<file path="src/design/crfm_pkg.sv">
package crfm_pkg;

    // field widths
    localparam int unsigned KIND_W    = 2;
    localparam int unsigned SDIST_W   = 21;
    localparam int unsigned DIST_W    = 20;
    localparam int unsigned VEL_W     = 16;
    localparam int unsigned CLASS_W   = 8;
    localparam int unsigned NCLASS_W  = 9;
    localparam int unsigned TRACK_W   = 16;
    localparam int unsigned TIME_W    = 32;
    localparam int unsigned RISK_W    = 3;
    localparam int unsigned CFG16_W   = 16;
    localparam int unsigned CFG20_W   = 20;
    localparam int unsigned APB_AW    = 5;
    localparam int unsigned APB_DW    = 32;

    // serial datapath sizing
    localparam int unsigned P125_W    = 23;   // 125 * ppm
    localparam int unsigned P625_W    = 26;   // 625 * ppm
    localparam int unsigned THR_W     = 32;   // 64000 * ppm
    localparam int unsigned NUM_ZEROS = 11;   // 1280000 * ppm = 625 * ppm << 11
    localparam int unsigned THR_ZEROS = 9;    // 64000 * ppm = 125 * ppm << 9
    localparam int unsigned PROD_W    = 35;   // v * d
    localparam int unsigned DIVD_W    = P625_W + NUM_ZEROS;
    localparam int unsigned MAG_W     = VEL_W - 1;
    localparam int unsigned MUL_STEPS = MAG_W;
    localparam int unsigned DIV_STEPS = DIVD_W;
    localparam int unsigned CNT_W     = $clog2(DIV_STEPS);

    localparam logic [DIST_W-1:0]   TTC_NONE_MS     = 20'd999000;
    localparam logic [DIST_W-1:0]   DIST_DANGER_MM  = 20'd1500;
    localparam logic [DIST_W-1:0]   DIST_WARNING_MM = 20'd3000;
    localparam logic signed [NCLASS_W-1:0] NCLASS_NONE = -9'sd1;

    localparam logic [RISK_W-1:0] RISK_SAFE     = 3'd0;
    localparam logic [RISK_W-1:0] RISK_CAUTION  = 3'd1;
    localparam logic [RISK_W-1:0] RISK_WARNING  = 3'd2;
    localparam logic [RISK_W-1:0] RISK_DANGER   = 3'd3;
    localparam logic [RISK_W-1:0] RISK_CRITICAL = 3'd4;

    // register reset values
    localparam logic [CFG16_W-1:0] PPM_RST       = 16'd100;
    localparam logic [CFG16_W-1:0] HOLD_RST      = 16'd2000;
    localparam logic [CFG20_W-1:0] TTC_CRIT_RST  = 20'd1200;
    localparam logic [CFG20_W-1:0] TTC_DANG_RST  = 20'd2500;
    localparam logic [CFG20_W-1:0] TTC_WARN_RST  = 20'd4500;
    localparam logic [CFG20_W-1:0] TTC_CAUT_RST  = 20'd7000;
    localparam logic [CFG20_W-1:0] DIST_CRIT_RST = 20'd800;
    localparam logic [CFG20_W-1:0] DIST_CAUT_RST = 20'd5000;
    localparam logic [P125_W-1:0]  P125_RST      = 23'd12500;
    localparam logic [P625_W-1:0]  P625_RST      = 26'd62500;

    typedef enum logic [KIND_W-1:0] {
        KIND_OBJECT    = 2'd0,
        KIND_EMPTY     = 2'd1,
        KIND_FORCE_OFF = 2'd2
    } t_kind;

    typedef enum logic [2:0] {
        REG_PPM,
        REG_HOLD,
        REG_TTC_CRIT,
        REG_TTC_DANG,
        REG_TTC_WARN,
        REG_TTC_CAUT,
        REG_DIST_CRIT,
        REG_DIST_CAUT
    } t_reg_idx;

    typedef enum logic [1:0] {
        S_IDLE,
        S_CALC,
        S_ACCUM,
        S_CLOSE
    } t_state;

    typedef struct packed {
        logic [CFG16_W-1:0] ppm;
        logic [CFG16_W-1:0] hold;
        logic [CFG20_W-1:0] ttc_crit;
        logic [CFG20_W-1:0] ttc_dang;
        logic [CFG20_W-1:0] ttc_warn;
        logic [CFG20_W-1:0] ttc_caut;
        logic [CFG20_W-1:0] dist_crit;
        logic [CFG20_W-1:0] dist_caut;
        logic [P625_W-1:0]  p625;
        logic [THR_W-1:0]   thr;
    } t_cfg;

    typedef struct packed {
        logic clear;
        logic accum;
        logic close;
        logic force_off;
    } t_frame_ctl;

endpackage

</file>
<file path="src/design/crfm_if.sv">
interface crfm_in_if;
    import crfm_pkg::*;

    logic                      valid;
    logic                      ready;
    logic [KIND_W-1:0]         kind;
    logic signed [SDIST_W-1:0] distance_mm;
    logic signed [VEL_W-1:0]   pixel_velocity;
    logic [CLASS_W-1:0]        obj_class;
    logic [TRACK_W-1:0]        obj_track;
    logic                      last_in_frame;
    logic [TIME_W-1:0]         now_ms;

    modport source (
        output valid, kind, distance_mm, pixel_velocity, obj_class, obj_track,
               last_in_frame, now_ms,
        input  ready
    );
    modport sink (
        input  valid, kind, distance_mm, pixel_velocity, obj_class, obj_track,
               last_in_frame, now_ms,
        output ready
    );
endinterface

interface crfm_out_if;
    import crfm_pkg::*;

    logic                       valid;
    logic                       ready;
    logic [RISK_W-1:0]          max_risk;
    logic [DIST_W-1:0]          min_ttc_ms;
    logic [DIST_W-1:0]          nearest_distance_mm;
    logic signed [NCLASS_W-1:0] nearest_class;
    logic [TRACK_W-1:0]         nearest_track;
    logic                       alarm_active;

    modport source (
        output valid, max_risk, min_ttc_ms, nearest_distance_mm, nearest_class,
               nearest_track, alarm_active,
        input  ready
    );
    modport sink (
        input  valid, max_risk, min_ttc_ms, nearest_distance_mm, nearest_class,
               nearest_track, alarm_active,
        output ready
    );
endinterface

</file>
<file path="src/design/crfm_cfg.sv">
module crfm_cfg (
    input  logic                         i_clk,
    input  logic                         i_rst_n,
    input  logic                         psel,
    input  logic                         penable,
    input  logic                         pwrite,
    input  logic [crfm_pkg::APB_AW-1:0]  paddr,
    input  logic [crfm_pkg::APB_DW-1:0]  pwdata,
    output logic [crfm_pkg::APB_DW-1:0]  prdata,
    output logic                         pready,
    output crfm_pkg::t_cfg               o_cfg
);
    import crfm_pkg::*;

    logic [CFG16_W-1:0] r_ppm, r_hold;
    logic [CFG20_W-1:0] r_ttc_crit, r_ttc_dang, r_ttc_warn, r_ttc_caut;
    logic [CFG20_W-1:0] r_dist_crit, r_dist_caut;
    logic [P125_W-1:0]  r_p125;
    logic [P625_W-1:0]  r_p625;

    logic               wr_en;
    t_reg_idx           reg_idx;
    logic [CFG16_W-1:0] w16;
    logic [CFG20_W-1:0] w20;
    logic [P125_W-1:0]  n_p125;
    logic [P625_W-1:0]  n_p625;

    assign pready  = 1'b1;
    assign wr_en   = psel & penable & pwrite;
    assign reg_idx = t_reg_idx'(paddr[APB_AW-1:2]);
    assign w16     = pwdata[CFG16_W-1:0];
    assign w20     = pwdata[CFG20_W-1:0];

    // scale products are formed at write time: 125 = 128 - 2 - 1, 625 = 5 * 125
    assign n_p125 = {w16, 7'b0} - {6'b0, w16, 1'b0} - {7'b0, w16};
    assign n_p625 = {1'b0, n_p125, 2'b0} + {3'b0, n_p125};

    always_ff @(posedge i_clk) begin
        if (!i_rst_n) begin
            r_ppm       <= PPM_RST;
            r_hold      <= HOLD_RST;
            r_ttc_crit  <= TTC_CRIT_RST;
            r_ttc_dang  <= TTC_DANG_RST;
            r_ttc_warn  <= TTC_WARN_RST;
            r_ttc_caut  <= TTC_CAUT_RST;
            r_dist_crit <= DIST_CRIT_RST;
            r_dist_caut <= DIST_CAUT_RST;
            r_p125      <= P125_RST;
            r_p625      <= P625_RST;
        end else if (wr_en) begin
            case (reg_idx)
                REG_PPM: begin
                    r_ppm  <= w16;
                    r_p125 <= n_p125;
                    r_p625 <= n_p625;
                end
                REG_HOLD:      r_hold      <= w16;
                REG_TTC_CRIT:  r_ttc_crit  <= w20;
                REG_TTC_DANG:  r_ttc_dang  <= w20;
                REG_TTC_WARN:  r_ttc_warn  <= w20;
                REG_TTC_CAUT:  r_ttc_caut  <= w20;
                REG_DIST_CRIT: r_dist_crit <= w20;
                REG_DIST_CAUT: r_dist_caut <= w20;
                default: ;
            endcase
        end
    end

    always_comb begin
        case (reg_idx)
            REG_PPM:       prdata = {16'b0, r_ppm};
            REG_HOLD:      prdata = {16'b0, r_hold};
            REG_TTC_CRIT:  prdata = {12'b0, r_ttc_crit};
            REG_TTC_DANG:  prdata = {12'b0, r_ttc_dang};
            REG_TTC_WARN:  prdata = {12'b0, r_ttc_warn};
            REG_TTC_CAUT:  prdata = {12'b0, r_ttc_caut};
            REG_DIST_CRIT: prdata = {12'b0, r_dist_crit};
            REG_DIST_CAUT: prdata = {12'b0, r_dist_caut};
            default:       prdata = '0;
        endcase
    end

    assign o_cfg.ppm       = r_ppm;
    assign o_cfg.hold      = r_hold;
    assign o_cfg.ttc_crit  = r_ttc_crit;
    assign o_cfg.ttc_dang  = r_ttc_dang;
    assign o_cfg.ttc_warn  = r_ttc_warn;
    assign o_cfg.ttc_caut  = r_ttc_caut;
    assign o_cfg.dist_crit = r_dist_crit;
    assign o_cfg.dist_caut = r_dist_caut;
    assign o_cfg.p625      = r_p625;
    assign o_cfg.thr       = {r_p125, {THR_ZEROS{1'b0}}};

endmodule

</file>
<file path="src/design/crfm_ttc.sv">
module crfm_ttc (
    input  logic                              i_clk,
    input  logic                              i_rst_n,
    input  logic                              i_start,
    input  logic [crfm_pkg::DIST_W-1:0]       i_dist,
    input  logic signed [crfm_pkg::VEL_W-1:0] i_vel,
    input  crfm_pkg::t_cfg                    i_cfg,
    output logic                              o_done,
    output logic [crfm_pkg::DIST_W-1:0]       o_ttc
);
    import crfm_pkg::*;

    logic                 r_busy, r_fin, r_done;
    logic [CNT_W-1:0]     r_cnt;
    logic [PROD_W:0]      r_prod;     // {partial high, multiplier low}
    logic [DIVD_W-1:0]    r_divd;
    logic [MAG_W-1:0]     r_rem;
    logic [DIST_W-1:0]    r_quo;
    logic                 r_ovf;
    logic [DIST_W-1:0]    r_dist;
    logic [VEL_W-1:0]     r_vel;
    logic [DIST_W-1:0]    r_ttc;

    logic [DIST_W:0]      mul_sum;
    logic [PROD_W:0]      n_prod;
    logic [MAG_W:0]       rem_sh, divisor, rem_sub;
    logic                 rem_ge;
    logic [MAG_W-1:0]     n_rem;
    logic                 no_hit;
    logic [DIST_W-1:0]    n_ttc;
    logic                 last_step;

    // shift-add multiplier, one velocity bit a cycle
    assign mul_sum = r_prod[PROD_W:MAG_W] + (r_prod[0] ? {1'b0, r_dist} : '0);
    assign n_prod  = {1'b0, mul_sum, r_prod[MAG_W-1:1]};

    // restoring divider, one quotient bit a cycle
    assign rem_sh  = {r_rem, r_divd[DIVD_W-1]};
    assign divisor = {1'b0, r_vel[MAG_W-1:0]};
    assign rem_ge  = rem_sh >= divisor;
    assign rem_sub = rem_sh - divisor;
    assign n_rem   = rem_ge ? rem_sub[MAG_W-1:0] : rem_sh[MAG_W-1:0];

    // receding, standing, zero distance or scale, slower than 50 mm/s or over the cap: no collision
    assign no_hit = r_vel[VEL_W-1] || (r_vel == '0) || (r_dist == '0) ||
                    (i_cfg.ppm == '0) ||
                    (r_prod[PROD_W-1:0] < {3'b0, i_cfg.thr}) ||
                    r_ovf || (r_quo > TTC_NONE_MS);
    assign n_ttc  = no_hit ? TTC_NONE_MS : r_quo;

    assign last_step = r_busy && !i_start && (r_cnt == CNT_W'(DIV_STEPS - 1));

    always_ff @(posedge i_clk) begin
        if (!i_rst_n) begin
            r_busy <= 1'b0;
            r_fin  <= 1'b0;
            r_done <= 1'b0;
            r_cnt  <= '0;
        end else begin
            r_done <= r_fin;
            r_fin  <= last_step;
            if (i_start) begin
                r_busy <= 1'b1;
                r_cnt  <= '0;
            end else if (r_busy) begin
                if (r_cnt == CNT_W'(DIV_STEPS - 1)) begin
                    r_busy <= 1'b0;
                end else begin
                    r_cnt <= r_cnt + 1'b1;
                end
            end
        end
    end

    always_ff @(posedge i_clk) begin
        if (i_start) begin
            r_dist <= i_dist;
            r_vel  <= i_vel;
            r_prod <= {{(PROD_W + 1 - MAG_W){1'b0}}, i_vel[MAG_W-1:0]};
            r_divd <= {i_cfg.p625, {NUM_ZEROS{1'b0}}};
            r_rem  <= '0;
            r_quo  <= '0;
            r_ovf  <= 1'b0;
        end else if (r_busy) begin
            r_divd <= {r_divd[DIVD_W-2:0], 1'b0};
            r_rem  <= n_rem;
            r_quo  <= {r_quo[DIST_W-2:0], rem_ge};
            r_ovf  <= r_ovf | r_quo[DIST_W-1];
            if (r_cnt < CNT_W'(MUL_STEPS)) begin
                r_prod <= n_prod;
            end
        end
        if (r_fin) begin
            r_ttc <= n_ttc;
        end
    end

    assign o_done = r_done;
    assign o_ttc  = r_ttc;

endmodule

</file>
<file path="src/design/crfm_frame.sv">
module crfm_frame (
    input  logic                          i_clk,
    input  logic                          i_rst_n,
    input  crfm_pkg::t_frame_ctl          i_ctl,
    input  crfm_pkg::t_cfg                i_cfg,
    input  logic [crfm_pkg::DIST_W-1:0]   i_dist,
    input  logic [crfm_pkg::DIST_W-1:0]   i_ttc,
    input  logic [crfm_pkg::CLASS_W-1:0]  i_class,
    input  logic [crfm_pkg::TRACK_W-1:0]  i_track,
    input  logic [crfm_pkg::TIME_W-1:0]   i_now,
    output logic                          o_slot_free,
    crfm_out_if.source                    o_result
);
    import crfm_pkg::*;

    logic [RISK_W-1:0]          r_max;
    logic [DIST_W-1:0]          r_min_ttc;
    logic [DIST_W-1:0]          r_near_dist;
    logic signed [NCLASS_W-1:0] r_near_class;
    logic [TRACK_W-1:0]         r_near_track;
    logic                       r_flag;
    logic [TIME_W-1:0]          r_last_crit;
    logic                       r_out_valid;
    logic [RISK_W-1:0]          r_out_max;
    logic [DIST_W-1:0]          r_out_ttc;
    logic [DIST_W-1:0]          r_out_dist;
    logic signed [NCLASS_W-1:0] r_out_class;
    logic [TRACK_W-1:0]         r_out_track;
    logic                       r_out_flag;

    logic [RISK_W-1:0]          risk_t, risk_d, risk;
    logic [TIME_W-1:0]          elapsed;
    logic                       n_flag;

    always_comb begin
        if (i_ttc < i_cfg.ttc_crit)      risk_t = RISK_CRITICAL;
        else if (i_ttc < i_cfg.ttc_dang) risk_t = RISK_DANGER;
        else if (i_ttc < i_cfg.ttc_warn) risk_t = RISK_WARNING;
        else if (i_ttc < i_cfg.ttc_caut) risk_t = RISK_CAUTION;
        else                             risk_t = RISK_SAFE;

        if (i_dist < i_cfg.dist_crit)    risk_d = RISK_CRITICAL;
        else if (i_dist < DIST_DANGER_MM)  risk_d = RISK_DANGER;
        else if (i_dist < DIST_WARNING_MM) risk_d = RISK_WARNING;
        else if (i_dist < i_cfg.dist_caut) risk_d = RISK_CAUTION;
        else                             risk_d = RISK_SAFE;

        risk = (risk_t > risk_d) ? risk_t : risk_d;
    end

    // wrapping elapsed time since last critical frame
    assign elapsed = i_now - r_last_crit;

    always_comb begin
        if (r_max == RISK_CRITICAL) begin
            n_flag = 1'b1;
        end else if (r_flag && (elapsed >= {16'b0, i_cfg.hold})) begin
            n_flag = 1'b0;
        end else begin
            n_flag = r_flag;
        end
    end

    always_ff @(posedge i_clk) begin
        if (!i_rst_n) begin
            r_max        <= RISK_SAFE;
            r_min_ttc    <= TTC_NONE_MS;
            r_near_dist  <= TTC_NONE_MS;
            r_near_class <= NCLASS_NONE;
            r_near_track <= '0;
            r_flag       <= 1'b0;
            r_last_crit  <= '0;
            r_out_valid  <= 1'b0;
        end else begin
            if (i_ctl.clear || i_ctl.close) begin
                r_max        <= RISK_SAFE;
                r_min_ttc    <= TTC_NONE_MS;
                r_near_dist  <= TTC_NONE_MS;
                r_near_class <= NCLASS_NONE;
                r_near_track <= '0;
            end else if (i_ctl.accum) begin
                if (risk > r_max) begin
                    r_max <= risk;
                end
                if (i_ttc < r_min_ttc) begin
                    r_min_ttc <= i_ttc;
                end
                if (i_dist < r_near_dist) begin
                    r_near_dist  <= i_dist;
                    r_near_class <= $signed({1'b0, i_class});
                    r_near_track <= i_track;
                end
            end

            if (i_ctl.force_off) begin
                r_flag <= 1'b0;
            end else if (i_ctl.close) begin
                r_flag <= n_flag;
                if (r_max == RISK_CRITICAL) begin
                    r_last_crit <= i_now;
                end
            end

            if (i_ctl.close) begin
                r_out_valid <= 1'b1;
            end else if (o_result.ready) begin
                r_out_valid <= 1'b0;
            end
        end
    end

    always_ff @(posedge i_clk) begin
        if (i_ctl.close) begin
            r_out_max   <= r_max;
            r_out_ttc   <= r_min_ttc;
            r_out_dist  <= r_near_dist;
            r_out_class <= r_near_class;
            r_out_track <= r_near_track;
            r_out_flag  <= n_flag;
        end
    end

    assign o_slot_free                  = !r_out_valid || o_result.ready;
    assign o_result.valid               = r_out_valid;
    assign o_result.max_risk            = r_out_max;
    assign o_result.min_ttc_ms          = r_out_ttc;
    assign o_result.nearest_distance_mm = r_out_dist;
    assign o_result.nearest_class       = r_out_class;
    assign o_result.nearest_track       = r_out_track;
    assign o_result.alarm_active        = r_out_flag;

endmodule

</file>
<file path="src/design/collision_risk_frame_monitor.sv">
// Flow: an object word with a valid distance passes, from its accept to the next accept,
//   through load, 37 divider steps, finish, done handoff and accumulate; a closing word adds
//   a close step that loads the result register once the result slot is free.
// Pacing: a new word is accepted only once the last one is done, set by the one-bit-a-cycle
//   divider over the 37-bit numerator; the 15-bit serial multiplier runs alongside it.
// Reset: synchronous, active low; registers to defaults, frame cleared, flag off.
module collision_risk_frame_monitor (
    input  logic                         i_clk,
    input  logic                         i_rst_n,
    crfm_in_if.sink                      i_item,
    crfm_out_if.source                   o_result,
    input  logic                         psel,
    input  logic                         penable,
    input  logic                         pwrite,
    input  logic [crfm_pkg::APB_AW-1:0]  paddr,
    input  logic [crfm_pkg::APB_DW-1:0]  pwdata,
    output logic [crfm_pkg::APB_DW-1:0]  prdata,
    output logic                         pready
);
    import crfm_pkg::*;

    t_state             r_state, n_state;
    t_cfg               cfg;
    t_frame_ctl         ctl;
    logic               accept;
    logic               ttc_start, ttc_done, slot_free;
    logic [DIST_W-1:0]  ttc;

    // item fields held for the accumulate and close steps
    logic [DIST_W-1:0]  r_dist;
    logic [CLASS_W-1:0] r_class;
    logic [TRACK_W-1:0] r_track;
    logic               r_last;
    logic [TIME_W-1:0]  r_now;

    assign i_item.ready = (r_state == S_IDLE);
    assign accept       = i_item.valid && i_item.ready;

    crfm_cfg u_cfg (
        .i_clk   (i_clk),
        .i_rst_n (i_rst_n),
        .psel    (psel),
        .penable (penable),
        .pwrite  (pwrite),
        .paddr   (paddr),
        .pwdata  (pwdata),
        .prdata  (prdata),
        .pready  (pready),
        .o_cfg   (cfg)
    );

    // serial multiply (speed check) and divide (time to collision)
    crfm_ttc u_ttc (
        .i_clk   (i_clk),
        .i_rst_n (i_rst_n),
        .i_start (ttc_start),
        .i_dist  (i_item.distance_mm[DIST_W-1:0]),
        .i_vel   (i_item.pixel_velocity),
        .i_cfg   (cfg),
        .o_done  (ttc_done),
        .o_ttc   (ttc)
    );

    // per-frame accumulators, emergency flag and result register
    crfm_frame u_frame (
        .i_clk       (i_clk),
        .i_rst_n     (i_rst_n),
        .i_ctl       (ctl),
        .i_cfg       (cfg),
        .i_dist      (r_dist),
        .i_ttc       (ttc),
        .i_class     (r_class),
        .i_track     (r_track),
        .i_now       (r_now),
        .o_slot_free (slot_free),
        .o_result    (o_result)
    );

    always_ff @(posedge i_clk) begin
        if (!i_rst_n) begin
            r_state <= S_IDLE;
        end else begin
            r_state <= n_state;
        end
    end

    always_ff @(posedge i_clk) begin
        if (accept) begin
            r_dist  <= i_item.distance_mm[DIST_W-1:0];
            r_class <= i_item.obj_class;
            r_track <= i_item.obj_track;
            r_last  <= i_item.last_in_frame;
            r_now   <= i_item.now_ms;
        end
    end

    // next state
    always_comb begin
        n_state = r_state;
        case (r_state)
            S_IDLE: begin
                if (i_item.valid) begin
                    case (t_kind'(i_item.kind))
                        KIND_OBJECT: begin
                            // negative distance: skipped, may still close the frame
                            if (i_item.distance_mm[SDIST_W-1]) begin
                                n_state = i_item.last_in_frame ? S_CLOSE : S_IDLE;
                            end else begin
                                n_state = S_CALC;
                            end
                        end
                        KIND_EMPTY: n_state = S_CLOSE;
                        default:    n_state = S_IDLE;
                    endcase
                end
            end
            S_CALC: begin
                if (ttc_done) begin
                    n_state = S_ACCUM;
                end
            end
            S_ACCUM: n_state = r_last ? S_CLOSE : S_IDLE;
            S_CLOSE: begin
                if (slot_free) begin
                    n_state = S_IDLE;
                end
            end
            default: n_state = S_IDLE;
        endcase
    end

    // outputs
    always_comb begin
        ctl       = '0;
        ttc_start = 1'b0;
        case (r_state)
            S_IDLE: begin
                if (i_item.valid) begin
                    case (t_kind'(i_item.kind))
                        KIND_OBJECT:    ttc_start     = !i_item.distance_mm[SDIST_W-1];
                        KIND_EMPTY:     ctl.clear     = 1'b1;
                        KIND_FORCE_OFF: ctl.force_off = 1'b1;
                        default: ;
                    endcase
                end
            end
            S_ACCUM: ctl.accum = 1'b1;
            S_CLOSE: ctl.close = slot_free;
            default: ;
        endcase
    end

    // divider finishes only while an object waits on it
    a_done_in_calc: assert property (@(posedge i_clk) disable iff (!i_rst_n)
        ttc_done |-> (r_state == S_CALC))
        else $error("ttc done outside calc");

    a_risk_range: assert property (@(posedge i_clk) disable iff (!i_rst_n)
        o_result.valid |-> (o_result.max_risk <= RISK_CRITICAL))
        else $error("risk out of range");

    // a critical frame always leaves the flag set
    a_crit_flag: assert property (@(posedge i_clk) disable iff (!i_rst_n)
        (o_result.valid && (o_result.max_risk == RISK_CRITICAL))
        |-> o_result.alarm_active)
        else $error("critical frame without flag");

    // nearest class is none exactly when no nearest object was found
    a_nearest: assert property (@(posedge i_clk) disable iff (!i_rst_n)
        o_result.valid |-> ((o_result.nearest_class == NCLASS_NONE) ==
                            (o_result.nearest_distance_mm == TTC_NONE_MS)))
        else $error("nearest class and distance disagree");

endmodule

</file>
<file path="src/flat_wrapper.sv">
// flat-port wrapper written by rule: the top's interface ports become plain ports
module collision_risk_frame_monitor_flat import crfm_pkg::*;
  (i_clk, i_rst_n, psel, penable, pwrite, paddr, pwdata, prdata, pready, i_item_valid, i_item_kind, i_item_distance_mm, i_item_pixel_velocity, i_item_obj_class, i_item_obj_track, i_item_last_in_frame, i_item_now_ms, i_item_ready, o_result_valid, o_result_max_risk, o_result_min_ttc_ms, o_result_nearest_distance_mm, o_result_nearest_class, o_result_nearest_track, o_result_alarm_active, o_result_ready);
  crfm_in_if i_item_i ();
  crfm_out_if o_result_i ();
  input  logic i_clk;
  input  logic i_rst_n;
  input  logic psel;
  input  logic penable;
  input  logic pwrite;
  input  logic [crfm_pkg::APB_AW-1:0] paddr;
  input  logic [crfm_pkg::APB_DW-1:0] pwdata;
  output logic [crfm_pkg::APB_DW-1:0] prdata;
  output logic pready;
  input wire logic [$bits(i_item_i.valid)-1:0] i_item_valid;
  input wire logic [$bits(i_item_i.kind)-1:0] i_item_kind;
  input wire logic [$bits(i_item_i.distance_mm)-1:0] i_item_distance_mm;
  input wire logic [$bits(i_item_i.pixel_velocity)-1:0] i_item_pixel_velocity;
  input wire logic [$bits(i_item_i.obj_class)-1:0] i_item_obj_class;
  input wire logic [$bits(i_item_i.obj_track)-1:0] i_item_obj_track;
  input wire logic [$bits(i_item_i.last_in_frame)-1:0] i_item_last_in_frame;
  input wire logic [$bits(i_item_i.now_ms)-1:0] i_item_now_ms;
  output wire logic [$bits(i_item_i.ready)-1:0] i_item_ready;
  output wire logic [$bits(o_result_i.valid)-1:0] o_result_valid;
  output wire logic [$bits(o_result_i.max_risk)-1:0] o_result_max_risk;
  output wire logic [$bits(o_result_i.min_ttc_ms)-1:0] o_result_min_ttc_ms;
  output wire logic [$bits(o_result_i.nearest_distance_mm)-1:0] o_result_nearest_distance_mm;
  output wire logic [$bits(o_result_i.nearest_class)-1:0] o_result_nearest_class;
  output wire logic [$bits(o_result_i.nearest_track)-1:0] o_result_nearest_track;
  output wire logic [$bits(o_result_i.alarm_active)-1:0] o_result_alarm_active;
  input wire logic [$bits(o_result_i.ready)-1:0] o_result_ready;
  assign i_item_i.valid = i_item_valid;
  assign i_item_i.kind = i_item_kind;
  assign i_item_i.distance_mm = i_item_distance_mm;
  assign i_item_i.pixel_velocity = i_item_pixel_velocity;
  assign i_item_i.obj_class = i_item_obj_class;
  assign i_item_i.obj_track = i_item_obj_track;
  assign i_item_i.last_in_frame = i_item_last_in_frame;
  assign i_item_i.now_ms = i_item_now_ms;
  assign i_item_ready = i_item_i.ready;
  assign o_result_valid = o_result_i.valid;
  assign o_result_max_risk = o_result_i.max_risk;
  assign o_result_min_ttc_ms = o_result_i.min_ttc_ms;
  assign o_result_nearest_distance_mm = o_result_i.nearest_distance_mm;
  assign o_result_nearest_class = o_result_i.nearest_class;
  assign o_result_nearest_track = o_result_i.nearest_track;
  assign o_result_alarm_active = o_result_i.alarm_active;
  assign o_result_i.ready = o_result_ready;
  collision_risk_frame_monitor u_core (.i_clk(i_clk), .i_rst_n(i_rst_n), .i_item(i_item_i), .o_result(o_result_i), .psel(psel), .penable(penable), .pwrite(pwrite), .paddr(paddr), .pwdata(pwdata), .prdata(prdata), .pready(pready));
endmodule
</file>
<file path="config.mk">
export PLATFORM = sky130hd
export DESIGN_NAME = collision_risk_frame_monitor_flat
export DESIGN_NICKNAME = d
export VERILOG_FILES = /design/src/design/crfm_pkg.sv /design/src/design/crfm_if.sv /design/src/design/crfm_cfg.sv /design/src/design/crfm_ttc.sv /design/src/design/crfm_frame.sv /design/src/design/collision_risk_frame_monitor.sv /design/src/flat_wrapper.sv
export SDC_FILE = /design/constraint.sdc
export NUM_CORES = 1
export LEC_CHECK = 0
export ABC_AREA = 1
export BUFFER_PORTS_ARGS = -buffer_cell sky130_fd_sc_hd__buf_4
export CAP_MARGIN = 40
export CORE_ASPECT_RATIO = 0.6
export CORE_MARGIN = 8
export CORE_UTILIZATION = 45
export DETAILED_ROUTE_END_ITERATION = 6
export SLEW_MARGIN = 30
export SYNTH_ARGS = -nofsm -noshare
export SYNTH_HDL_FRONTEND = slang
export SYNTH_SLANG_ARGS = --single-unit
</file>
<file path="constraint.sdc">
create_clock -name i_clk -period 5.04 [get_ports i_clk]
set_input_delay 0.504 -clock i_clk [delete_from_list [all_inputs] [get_ports i_clk]]
set_output_delay 0.504 -clock i_clk [all_outputs]
set_load 0.02 [all_outputs]
</file>
==> After elaboration in Yosys (flattened, before gate mapping) <==
Index checks and enable logic that the tools add are counted.
{ "totals": {"register_bits": 613, "output_inout_bits": 104, "wordCells": 176} }
{ "classes": {"add_sub_neg": 7, "n_lt_le_gt_ge": 17, "n_eq_ne": 17, "muxes": 43, "bitwise": 6, "n_reduce_logical": 43} }
{ "ops": {"columns": ["cell", "count"], "rows": [
  ["case mux 32 bit (8 select lines)", 1],
  ["< comparator 20 bit", 8],
  ["two-way mux 37 bit", 2],
  ["two-way mux 15 bit", 4],
  ["< comparator 35 x 32 -> 1 bit", 1],
  [">= comparator 32 x 16 -> 1 bit", 1],
  ["logical NOT 16 bit", 2],
  ["subtractor 32 bit", 1],
  ["AND reduction 2 bit", 14],
  ["adder 25 x 23 -> 26 bit", 1],
  ["subtractor 23 x 16 -> 23 bit", 1],
  ["subtractor 23 x 17 -> 23 bit", 1],
  ["adder 20 x 20 -> 21 bit", 1],
  ["greater-than comparator 20 bit, second input constant", 1],
  ["logical NOT 20 bit", 1],
  ["< comparator 20 x 11 -> 1 bit, second input constant", 1],
  ["< comparator 20 x 12 -> 1 bit, second input constant", 1],
  ["two-way mux 1 bit", 20],
  ["two-way mux 2 bit", 10],
  ["two-way mux 20 bit", 1],
  [">= comparator 16 x 15 -> 1 bit", 1],
  ["== test 3 bit, second input constant", 5],
  ["subtractor 15 bit", 1],
  ["two-way mux 3 bit", 3],
  ["23 further kinds", 50]
]} }

==> Longest topological paths before layout <==
Gate-level depths: netlist (run 1).
{ "depth": {"depth_word": 9, "depth_mapped": 26, "depth_no_buf": 26} }

==> Cells and area by module <==
A second synthesis (run 1) with hierarchy kept.
{ "hier_totals": {"hier_cells": 4496, "hier_area_um2": 35298.9} }
{ "by_module_without_submodules": {"columns": ["mod", "n_inst", "cells_per_inst", "area_each_um2", "seq_area_each_um2"], "rows": [
  ["crfm_frame", 1, 1621, 12314.3, 4113.9],
  ["crfm_cfg", 1, 1522, 10965.5, 3963.8],
  ["crfm_ttc", 1, 1237, 9507.9, 4214.0],
  ["collision_risk_frame_monitor", 1, 116, 2511.2, 2352.3]
]} }

==> Worst setup path after synthesis (run 1) <==
No wires, ideal clock.
{ "synth_path": {"path_kind": "register to register", "startpoint": "reg u_core.r_state[1]", "endpoint": "reg u_core.u_ttc.r_divd[11], enable pin", "t_arrival_ns": 4.155, "setup_slack_ns": 0.511, "path_stages_with_launch": 9, "n_path_buf": 1, "path_cell_list": "dfxtp_1 -> nor2_1 -> inv_2 -> nor2_2 -> nand3_2 -> inv_2 -> nor2_4 -> clkinv_1 -> buf_2"} }
{ "synth_via": {"elab_chain_cells": 3} }
{ "synth_rtl": {"columns": ["item", "line_no", "rtl"], "rows": [
  ["from (decl)", "collision_risk_frame_monitor.sv:22", "t_state r_state, n_state;"],
  ["from (signal assigned)", "collision_risk_frame_monitor.sv:83", "r_state <= n_state;"],
  ["logical NOT 2 bit", null, null],
  ["net i_item_ready", "flat_wrapper.sv:23", "output wire logic [$bits(i_item_i.ready)-1:0] i_item_ready;"],
  ["two-way mux 1 bit", "collision_risk_frame_monitor.sv:136", "case (r_state)"],
  ["nonzero test 2 bit (no source line)", null, null],
  ["to (signal assigned)", "crfm_ttc.sv:80", "r_divd <= {i_cfg.p625, {NUM_ZEROS{1'b0}}};"],
  ["to (signal assigned)", "crfm_ttc.sv:85", "r_divd <= {r_divd[DIVD_W-2:0], 1'b0};"],
  ["to (decl)", "crfm_ttc.sv:16", "logic [DIVD_W-1:0] r_divd;"]
]} }
The timed path passes the listed nets, and every way through them passes these cells.
A chain may end at the register's enable or synchronous reset.

==> Worst setup path in the final report (run 1) <==
{ "layout_path": {"startpoint": "reg u_core.u_ttc.r_ttc[10] (netlist: u_core.u_ttc.o_ttc[10])", "endpoint": "reg u_core.u_frame.r_max[1]"} }
{ "layout_via": {"elab_chain_cells": 9, "word_cells_on_any_way": 12, "cone_classes": "6 x order compare; 5 x mux; 1 x reduce/logical"} }
{ "layout_rtl": {"columns": ["item", "line_no", "rtl"], "rows": [
  ["from (decl)", "crfm_ttc.sv:22", "logic [DIST_W-1:0] r_ttc;"],
  ["from (signal assigned)", "crfm_ttc.sv:94", "r_ttc <= n_ttc;"],
  ["< comparator 20 bit", "crfm_frame.sv:39", "else if (i_ttc < i_cfg.ttc_caut) risk_t = RISK_CAUTION;"],
  ["two-way mux 1 bit", "crfm_frame.sv:39", null],
  ["two-way mux 2 bit", "crfm_frame.sv:38", "else if (i_ttc < i_cfg.ttc_warn) risk_t = RISK_WARNING;"],
  ["two-way mux 2 bit", "crfm_frame.sv:37", "else if (i_ttc < i_cfg.ttc_dang) risk_t = RISK_DANGER;"],
  ["two-way mux 3 bit *", "crfm_frame.sv:36", "if (i_ttc < i_cfg.ttc_crit) risk_t = RISK_CRITICAL;"],
  ["greater-than comparator 3 bit", "crfm_frame.sv:48", "risk = (risk_t > risk_d) ? risk_t : risk_d;"],
  ["two-way mux 3 bit *", "crfm_frame.sv:48", null],
  ["net u_core.u_frame.risk[1]", "crfm_frame.sv:31", "logic [RISK_W-1:0] risk_t, risk_d, risk;"],
  ["greater-than comparator 3 bit", "crfm_frame.sv:82", "if (risk > r_max) begin"],
  ["AND reduction 2 bit (no source line)", null, null],
  ["to (signal assigned)", "crfm_frame.sv:83", "r_max <= risk;"],
  ["to (decl)", "crfm_frame.sv:16", "logic [RISK_W-1:0] r_max;"]
]} }
Mark *: on every way through the listed nets, which the timed path passes. The rest lies on a longest branch.

==> key figures, run 1 <==
Synthesis
  • Post-synth EDFFs: between 200 and 250
  • Seq/Total Area, Yosys: between 40% and 50%
  • Distinct cells, synth: 63
  • Mapped Cells: between 4000 and 5000
  • Synth Area in Compound Gates: approximately 17%
  • Main area contributors after synthesis: dfxtp_1 (22%), edfxtp_1 (22%), ha_1 (12%)
  • Mux cell area share after synthesis: 0%
  • Syn Area/Cell: 8.28 um2
  • Count leader, synth: nand2_1
  • Cell Area, Synth: 33200 um2
  • Simple-gate portion of the synthesized area: between 15 and 20%
  • Synth area leader: dfxtp_1
  • Synthesized-area fraction occupied by xor and xnor cells: under 10%
  • Count of state elements after synthesis: 610
  • Synth cell count leaders: nand2_1 (780), inv_1 (610), a21oi_1 (470)
  • Post-synth top flop: dfxtp_1
  • Syn. warnings: 0
  • Largest family of logic cells by synthesized area: compound AO/OA/AOI/OAI gates
  • Adder-Cell Fraction of Synth Area: about 13%
  • Top-area cell type share of the netlist area: 22.1%
  • Synth async-reset ratio: 0%

Layout
  • Final core area utilization: a little over half
  • Filler Cells Inserted: slightly below 7000
  • Post-layout net count: ~4800
  • Finished Cell Area: 38800 um2
  • Layout area overhead: 16.9%
  • Antenna diode count: 0
  • Share of cells above drive strength 1: 10.4%

Clock tree
  • Clk slew on worst S/H paths: around 0.070 ns
  • Root Buffer: clkbuf_16
  • Clk Latency, worst-skew pair: 0.67 ns
  • CTS buffer count: 60
  • CTS sink count: 610
  • # resized after CTS: 0
  • CTS tree: yes
  • H-tree depth: 2
  • Setup Buffers After CTS: 0
  • Clock Path Buffers: 3

Setup path
  • Worst-path maximum fanout: 6
  • WP buf/inv: 4
  • Setup crit end kind: flip-flop
  • Reg2reg end: u_core.u_frame.r_max[1]$_SDFFE_PP0P_
  • Critical-path cell with the highest stage delay: edfxtp_1
  • Worst path max stage delay: slightly below 0.7 ns
  • Setup Crit Path Kind: flip-flop to flip-flop
  • Crit path top cell by count: nand2_1
  • WP depth: 22
  • Setup crit start: u_core.u_ttc.o_ttc[10]$_SDFFCE_PP1P_
  • FF-to-FF Start: u_core.u_ttc.o_ttc[10]$_SDFFCE_PP1P_
  • Startpoint type of the worst setup path: flip-flop
  • Crit path to: u_core.u_frame.r_max[1]$_SDFFE_PP0P_
  • Top delay family on crit path: simple AND/OR/NAND/NOR gates
  • R2R depth: 22
  • Req. time, crit path: about 5.6 ns
  • Critical path, cell by cell: ha_1, inv_1, nor3_1, nand2_1, o311ai_0, buf_1, nand2_1, nand3_1, nand2_1, nand2_1, ha_1, nand3_1, a21boi_0, inv_1, nand3_1, nand2_1, ha_1, nand2_1, o21ai_0, nand3_1, o21ai_0, inv_1
  • Arrival @ worst endpoint: between 5 and 6 ns
  • Reg2Reg Setup Slack: about 0.33 ns

Power and ir drop
  • Peak supply drop: approximately 0.00030 V
  • Sw Share: between 30% and 40%
  • Clk pwr share: 33.9%
  • Power per cell area: about 370 nW/um2
  • Combinational share of power: a little over a quarter
  • Int Pwr: between 0.009 and 0.01 W
  • Final Power: roughly 0.014 W
  • Flop pwr share: about 40%
  • Leak: 17.3 nW
  • P_sw: 0.00484 W

Route
  • Via Count: between 20000 and 30000
  • Detailed Routing Iterations Pass 1: 5
  • DRT antenna net count: 0
  • Mean routed wirelength per cell: about 20 um
  • DRC: 0
  • DRT iter0 DRCs: roughly 3200
  • Avg Vias per Cell: about 5.3
  • Drt total wl: about 110000 um

Place
  • DP Area: between 30000 and 40000 um2
  • Post-DP HPWL: about 80000 um
  • Buffers on Ports: between 200 and 250
  • GPL Wtd Cong: roughly 0.97

Worst hold path
  • HP Start: i_item_now_ms[1]
  • HP Class: primary input to flip-flop
  • Worst hold stages: 1

STA
  • Min cycle time layout: between 4 and 5 ns
  • Worst-margin pin slew: between 1 and 1.5 ns
  • Setup TNS: 0 ns
  • Max-slew headroom: between 30% and 40%
  • Max Freq: 212 MHz
  • Final worst path period share: between 90 and 100%
  • RSZ-0062 raised after global routing: no
  • Max Clock Skew: around 0.027 ns
  • Final hold violation count: 0
  • Final slew viol count: 0
  • Finish-stage setup viols: 0

Floorplan
  • Row count: 77
  • DIE HEIGHT: 226 um
  • Initial Utilization: a little under half
  • Die Wd: around 370 um
  • I/O pins: about 240
  • Core area: ~73000 um2
  • Full die area: 83100 um2

Run
  • Max_cap viols: 0

Global routing
  • First-pass GRT wire length: around 160000 um
  • Vias in the first global route: 26000
  • GRT Total Usage: about 24%
  • Total gr overflow: 0
  • Largest net degree at the start of global routing: 83
  • Initial antenna violation count: 4

Run status
  • Status: finished, final reports clean
timing repair:
action,in CTS,in global routing
endpoints found under the hold margin,63,0
hold buffers,58,0
setup endpoints to repair,0,0
metal layers:
layer  wire length, um  global-route usage [%]  vias to the layer above
met5                13                       0                        -
met4              2110                    5.04                        2
met3             13900                    9.44                      129
met2             36700                    30.3                     1155
met1             52400                    38.5                    13100
li1                  -                       -                    14100
registers in the layout, summed over array words and instances (netlist names), 20 cells and up:
signal	count
u_core.u_frame.o_result.nearest_distance_mm	20
u_core.u_ttc.r_dist	20
u_core.u_cfg.r_ttc_dang	20
u_core.r_now	32
u_core.u_frame.r_min_ttc	20
u_core.u_ttc.r_prod	35
u_core.u_cfg.r_p625	24
u_core.u_frame.r_last_crit	32
u_core.u_cfg.r_ttc_crit	20
u_core.u_ttc.o_ttc	20
u_core.u_ttc.r_quo	20
u_core.r_dist	20
u_core.u_frame.r_near_dist	20
u_core.u_ttc.r_divd	26
u_core.u_cfg.r_dist_caut	20
u_core.u_cfg.r_ttc_caut	20
u_core.u_cfg.r_dist_crit	20
u_core.u_frame.o_result.min_ttc_ms	20
u_core.u_cfg.r_p125	22
u_core.u_cfg.r_ttc_warn	20
cell usage in the layout, fill, tap and decap left out, types with 23 or more instances in the layout:
cell type,count
xnor2_1,23
dfxtp_1,367
o22ai_1,57
a21oi_1,470
xor2_1,49
buf_4,279
nand4_1,36
clkbuf_16,61
inv_1,608
edfxtp_1,243
ha_1,314
o211ai_1,54
nor3_1,38
nand3_1,119
nor2_1,164
nand2_1,780
dlygate4sd3_1,58
o21ai_0,324
worst register-to-register path: cells and delay by family, from the launching register on:
kind / cells / cell delay (ns)
AND/OR/NAND/NOR: 11 / 1.66
flip-flops: 1 / 0.68
adder cells (fa/ha/maj): 3 / 0.97
AO/OA/AOI/OAI: 4 / 0.84
buffers and inverters: 4 / 0.46
layout make-up:
type	count	area (um2)	area share [%]
inverters	631	2370	6.11
flip-flops and latches	610	14600	37.7
clock inverters	45	543	1.40
repair buffers	342	2740	7.07
clock buffers	68	1580	4.06
well taps	987	1230	3.18
multi-input cells	2652	15700	40.5
power by group through the flow:
stage               Combinational (W)  Clock, W  Sequential (W)
global route                  0.00428   0.00519         0.00580
detailed placement            0.00368         0         0.00587
CTS                           0.00374   0.00500         0.00576
finish                        0.00380   0.00492         0.00577
global placement              0.00365         0         0.00586
floorplan                     0.00265         0         0.00577
stage by stage:
step / setup slack [ns] / hold slack, ns / std cells
finish: 0.330 / 0.0368 / 5335
global route: 0.0917 / 0.0103 / 5335
CTS: 0.425 / 0.000678 / 5332
detailed placement: 0.255 / 0.416 / 5161
global placement: 0.338 / 0.413 / 5158
floorplan: 0.511 / 0.408 / 4024
worst min path at each step:
| stage | endpoint | slack, ns |
|---|---|---|
| after floorplan | u_core.u_frame.o_result.max_risk[2]$_DFFE_PP_ | 0.41 |
| after global placement | u_core.u_frame.o_result.nearest_class[8]$_DFFE_PP_ | 0.41 |
| after detailed placement | u_core.u_frame.o_result.nearest_track[6]$_DFFE_PP_ | 0.42 |
| after CTS | u_core.r_track[15]$_DFFE_PP_ | 0.0007 |
| after global routing | u_core.r_track[15]$_DFFE_PP_ | 0.01 |
| final | u_core.r_now[1]$_DFFE_PP_ | 0.04 |
cells by family after synthesis:
| family | Yosys count |
|---|---|
| adder cells (fa/ha/maj) | 327 |
| XOR/XNOR | 73 |
| AO/OA/AOI/OAI | 1023 |
| other | 2 |
| AND/OR/NAND/NOR | 1216 |
| buffers and inverters | 762 |
| flip-flops | 610 |
Note: power is estimated with default switching activity, not from simulation.
==> run 2, diff against run 1 <==
==> constraint.sdc (replaced) <==
create_clock -name i_clk -period 5.04 [get_ports i_clk]
set_input_delay 0.504 -clock i_clk [delete_from_list [all_inputs] [get_ports i_clk]]
set_output_delay 0.504 -clock i_clk [all_outputs]
set_load 0.1 [all_outputs]
==> key figures, run 2 (synthesis results as in run 1) <==
Run status
  • Status: finished, final reports clean

Clock tree
  • Setup Buffers After CTS: 0 (unchanged)
  • CTS sink count: 610 (unchanged)
  • CTS buffer count: 60 (unchanged)
  • CTS tree: yes
  • Clock Path Buffers: 3 (unchanged)
  • Root Buffer: clkbuf_16
  • Clk Latency, worst-skew pair: 0.65 ns (-0.02 ns)
  • H-tree depth: 2 (unchanged)
  • Clk slew on worst S/H paths: 0.06 ns (about the same)

Global routing
  • Largest net degree at the start of global routing: 88 (+6.0%)
  • Vias in the first global route: 25500 (-1.8%)
  • First-pass GRT wire length: 157000 um (-0.65%)
  • Total gr overflow: 0 (unchanged)
  • GRT Total Usage: 24.2% (-0.17 points)
  • Initial antenna violation count: 2 (-2)

Route
  • Mean routed wirelength per cell: 19.7 um (+0.17%)
  • Avg Vias per Cell: 5.34 (-0.22%)
  • DRC: 0 (unchanged)
  • Detailed Routing Iterations Pass 1: 6 (+1)
  • Metal-1 WL: 52300 um (-0.16%)
  • Via Count: 28200 (-1.1%)
  • DRT iter0 DRCs: 3072 (-3.0%)
  • Drt total wl: 104000 um (-0.67%)
  • DRT antenna net count: 0 (unchanged)
  • Met3 wire len: 13300 um (-4.2%)
  • Met2 routed WL: 37200 um (+1.3%)
  • Max Used Layer: met5

STA
  • Min cycle time layout: 4.64 ns (-0.0694 ns)
  • RSZ-0062 raised after global routing: no
  • Final hold violation count: 0 (unchanged)
  • Max Freq: 216 MHz (+1.5%)
  • Setup TNS: 0 ns (unchanged)
  • Max-slew headroom: 29.0% (-3.5 points)
  • Worst-margin pin slew: 1.06 ns (+0.0524 ns)
  • Final slew viol count: 0 (unchanged)
  • Finish-stage setup viols: 0 (unchanged)
  • Final worst path period share: 92.1% (-1.4 points)
  • Worst Hold Slack: 0.0351 ns (-0.00168 ns)
  • Max Clock Skew: 0.0227 ns (-0.00478 ns)

Floorplan
  • Full die area: 83100 um2 (unchanged)
  • I/O pins: 244 (unchanged)
  • Core area: 73300 um2 (unchanged)
  • Row count: 77 (unchanged)
  • Initial Utilization: 45.3% (unchanged)
  • Die Wd: 367 um (unchanged)
  • DIE HEIGHT: 226 um (unchanged)

Setup path
  • Critical-path cell with the highest stage delay: edfxtp_1
  • Top delay family on crit path: simple AND/OR/NAND/NOR gates
  • Setup crit start: u_core.u_ttc.o_ttc[10]$_SDFFCE_PP1P_
  • Reg2Reg Setup Slack: 0.40 ns (+0.07 ns)
  • WP buf/inv: 3 (-1)
  • Worst-path maximum fanout: 6 (unchanged)
  • Reg2reg end: u_core.u_frame.r_max[1]$_SDFFE_PP0P_
  • Crit path to: u_core.u_frame.r_max[1]$_SDFFE_PP0P_
  • Worst path max stage delay: 0.67 ns (about the same)
  • Crit path top cell by count: nand2_1
  • R2R depth: 21 (-4.5%)
  • Setup crit end kind: flip-flop
  • Setup Crit Path Kind: flip-flop to flip-flop
  • FF-to-FF Start: u_core.u_ttc.o_ttc[10]$_SDFFCE_PP1P_
  • Critical path, cell by cell: ha_1, inv_1, nor3_1, nand2_1, o311ai_1, nand2_1, nand3_1, a21oi_1, ha_1, a31oi_1, a21boi_0, inv_1, nand3_1, nand2_1, ha_1, nand2_1, o21ai_0, nand3_1, a21oi_1, o21ai_0, inv_1
  • Req. time, crit path: 5.63 ns (+0.03 ns)
  • Startpoint type of the worst setup path: flip-flop
  • WP depth: 21 (-4.5%)
  • Arrival @ worst endpoint: 5.23 ns (-0.04 ns)

Layout
  • Area of the multi-input gates: 15700 um2 (about the same)
  • Largest register FFs: 35 (unchanged)
  • Register Area: 14600 um2 (about the same)
  • Most frequent cells in the layout: nand2_1 (780), inv_1 (608), a21oi_1 (470)
  • Commonest non-fill, non-tap cell in the layout: nand2_1
  • Post-layout net count: 4719 (-0.94%)
  • Filler Cells Inserted: 6981 (+0.65%)
  • Regs by FF count: u_core.u_ttc.r_prod x35, u_core.r_now x32, u_core.u_frame.r_last_crit x32
  • Final core area utilization: 52.4% (-0.62 points)
  • Share of cells above drive strength 1: 10.4% (-0.051 points)
  • Fin cells: 5290 (-0.84%)
  • Layout area overhead: 15.5%
  • Most flops, register: u_core.u_ttc.r_prod

Place
  • Cells after DPL: 5153 (-0.16%)
  • GPL Wtd Cong: 0.970 (about the same)
  • Buffers on Ports: 216 (unchanged)
  • Post-DP HPWL: 79900 um (-0.66%)

Run
  • Max_cap viols: 0 (unchanged)

Power and ir drop
  • Power per cell area: 377 nW/um2 (+1.1%)
  • Leak: 17.1 nW (-1.1%)
  • Peak supply drop: 0.000264 V (-13%)
  • Final Power: 0.0145 W (about the same)

Worst hold path
  • HP Class: primary input to flip-flop
## run 2: cell count changes in the layout (fill, tap and decap cells not counted), sizes merged, moves of 2 or more
| cell | delta |
|---|---|
| clkinvlp | -2 |
| clkbuf | +10 |
| bufinv | -3 |
| buf | -7 |
| dlygate4sd3 | -39 |
| clkinv | -6 |
## run 2: worst min path at each step
stage / from / endpoint / slack [ns] / depth (start not counted)
after floorplan: u_core.u_frame.r_max[2]$_SDFFE_PP0P_ / u_core.u_frame.o_result.max_risk[2]$_DFFE_PP_ / 0.41 / 0
after global placement: u_core.u_frame.r_min_ttc[8]$_SDFFE_PP0P_ / u_core.u_frame.o_result.min_ttc_ms[8]$_DFFE_PP_ / 0.41 / 0
after detailed placement: u_core.u_frame.r_near_class[2]$_SDFFE_PP1P_ / u_core.u_frame.o_result.nearest_class[2]$_DFFE_PP_ / 0.41 / 0
after CTS: i_item_now_ms[14] / u_core.r_now[14]$_DFFE_PP_ / 0.0003 / 1
after global routing: i_item_now_ms[6] / u_core.r_now[6]$_DFFE_PP_ / 0.01 / 1
final: i_item_now_ms[6] / u_core.r_now[6]$_DFFE_PP_ / 0.04 / 1
## run 2: final cells by class
class	instances	area share (%)
multi-input cells	2652	41.0
flip-flops and latches	610	38.2
inverters	631	6.18
repair buffers	297	6.13
clock buffers	77	4.32
well taps	987	3.22
clock inverters	35	1.02
diodes	1	0.00652
## run 2: repair_timing
action,in CTS,in global routing
hold buffers,19,0
endpoints found under the hold margin,19,0
resized for setup,0,0
## run 2: power by group
part	leakage, nW	internal (W)	switching, W
sequential	5.21	0.00550	0.000272
clock	1.00	0.00269	0.00205
combinational	10.9	0.00135	0.00262
total	17.1	0.00954	0.00494
## run 2: per-stage QoR
stage	setup slack (ns)	instance area [um2]
final	0.400	38400
after global routing	0.0556	38400
after CTS	0.468	38300
after detailed placement	0.186	36100
after global placement	0.247	36000
after floorplan	0.422	33300
## run 2: worst reg2reg max path, stage by stage, from the launching register on
cell,delay (ns)
edfxtp_1,0.67
ha_1,0.42
inv_1,0.05
nor3_1,0.58
nand2_1,0.13
o311ai_1,0.24
nand2_1,0.14
nand3_1,0.19
a21oi_1,0.13
ha_1,0.33
a31oi_1,0.11
a21boi_0,0.33
inv_1,0.10
nand3_1,0.10
nand2_1,0.09
ha_1,0.30
nand2_1,0.05
o21ai_0,0.14
nand3_1,0.19
a21oi_1,0.17
o21ai_0,0.10
inv_1,0.06
## run 2: layer usage
layer	up-vias	GRT usage, %
li1	14000	-
met1	13100	37.8
met3	99	10.1
met5	-	1.16
met2	1022	30.3
met4	2	4.20
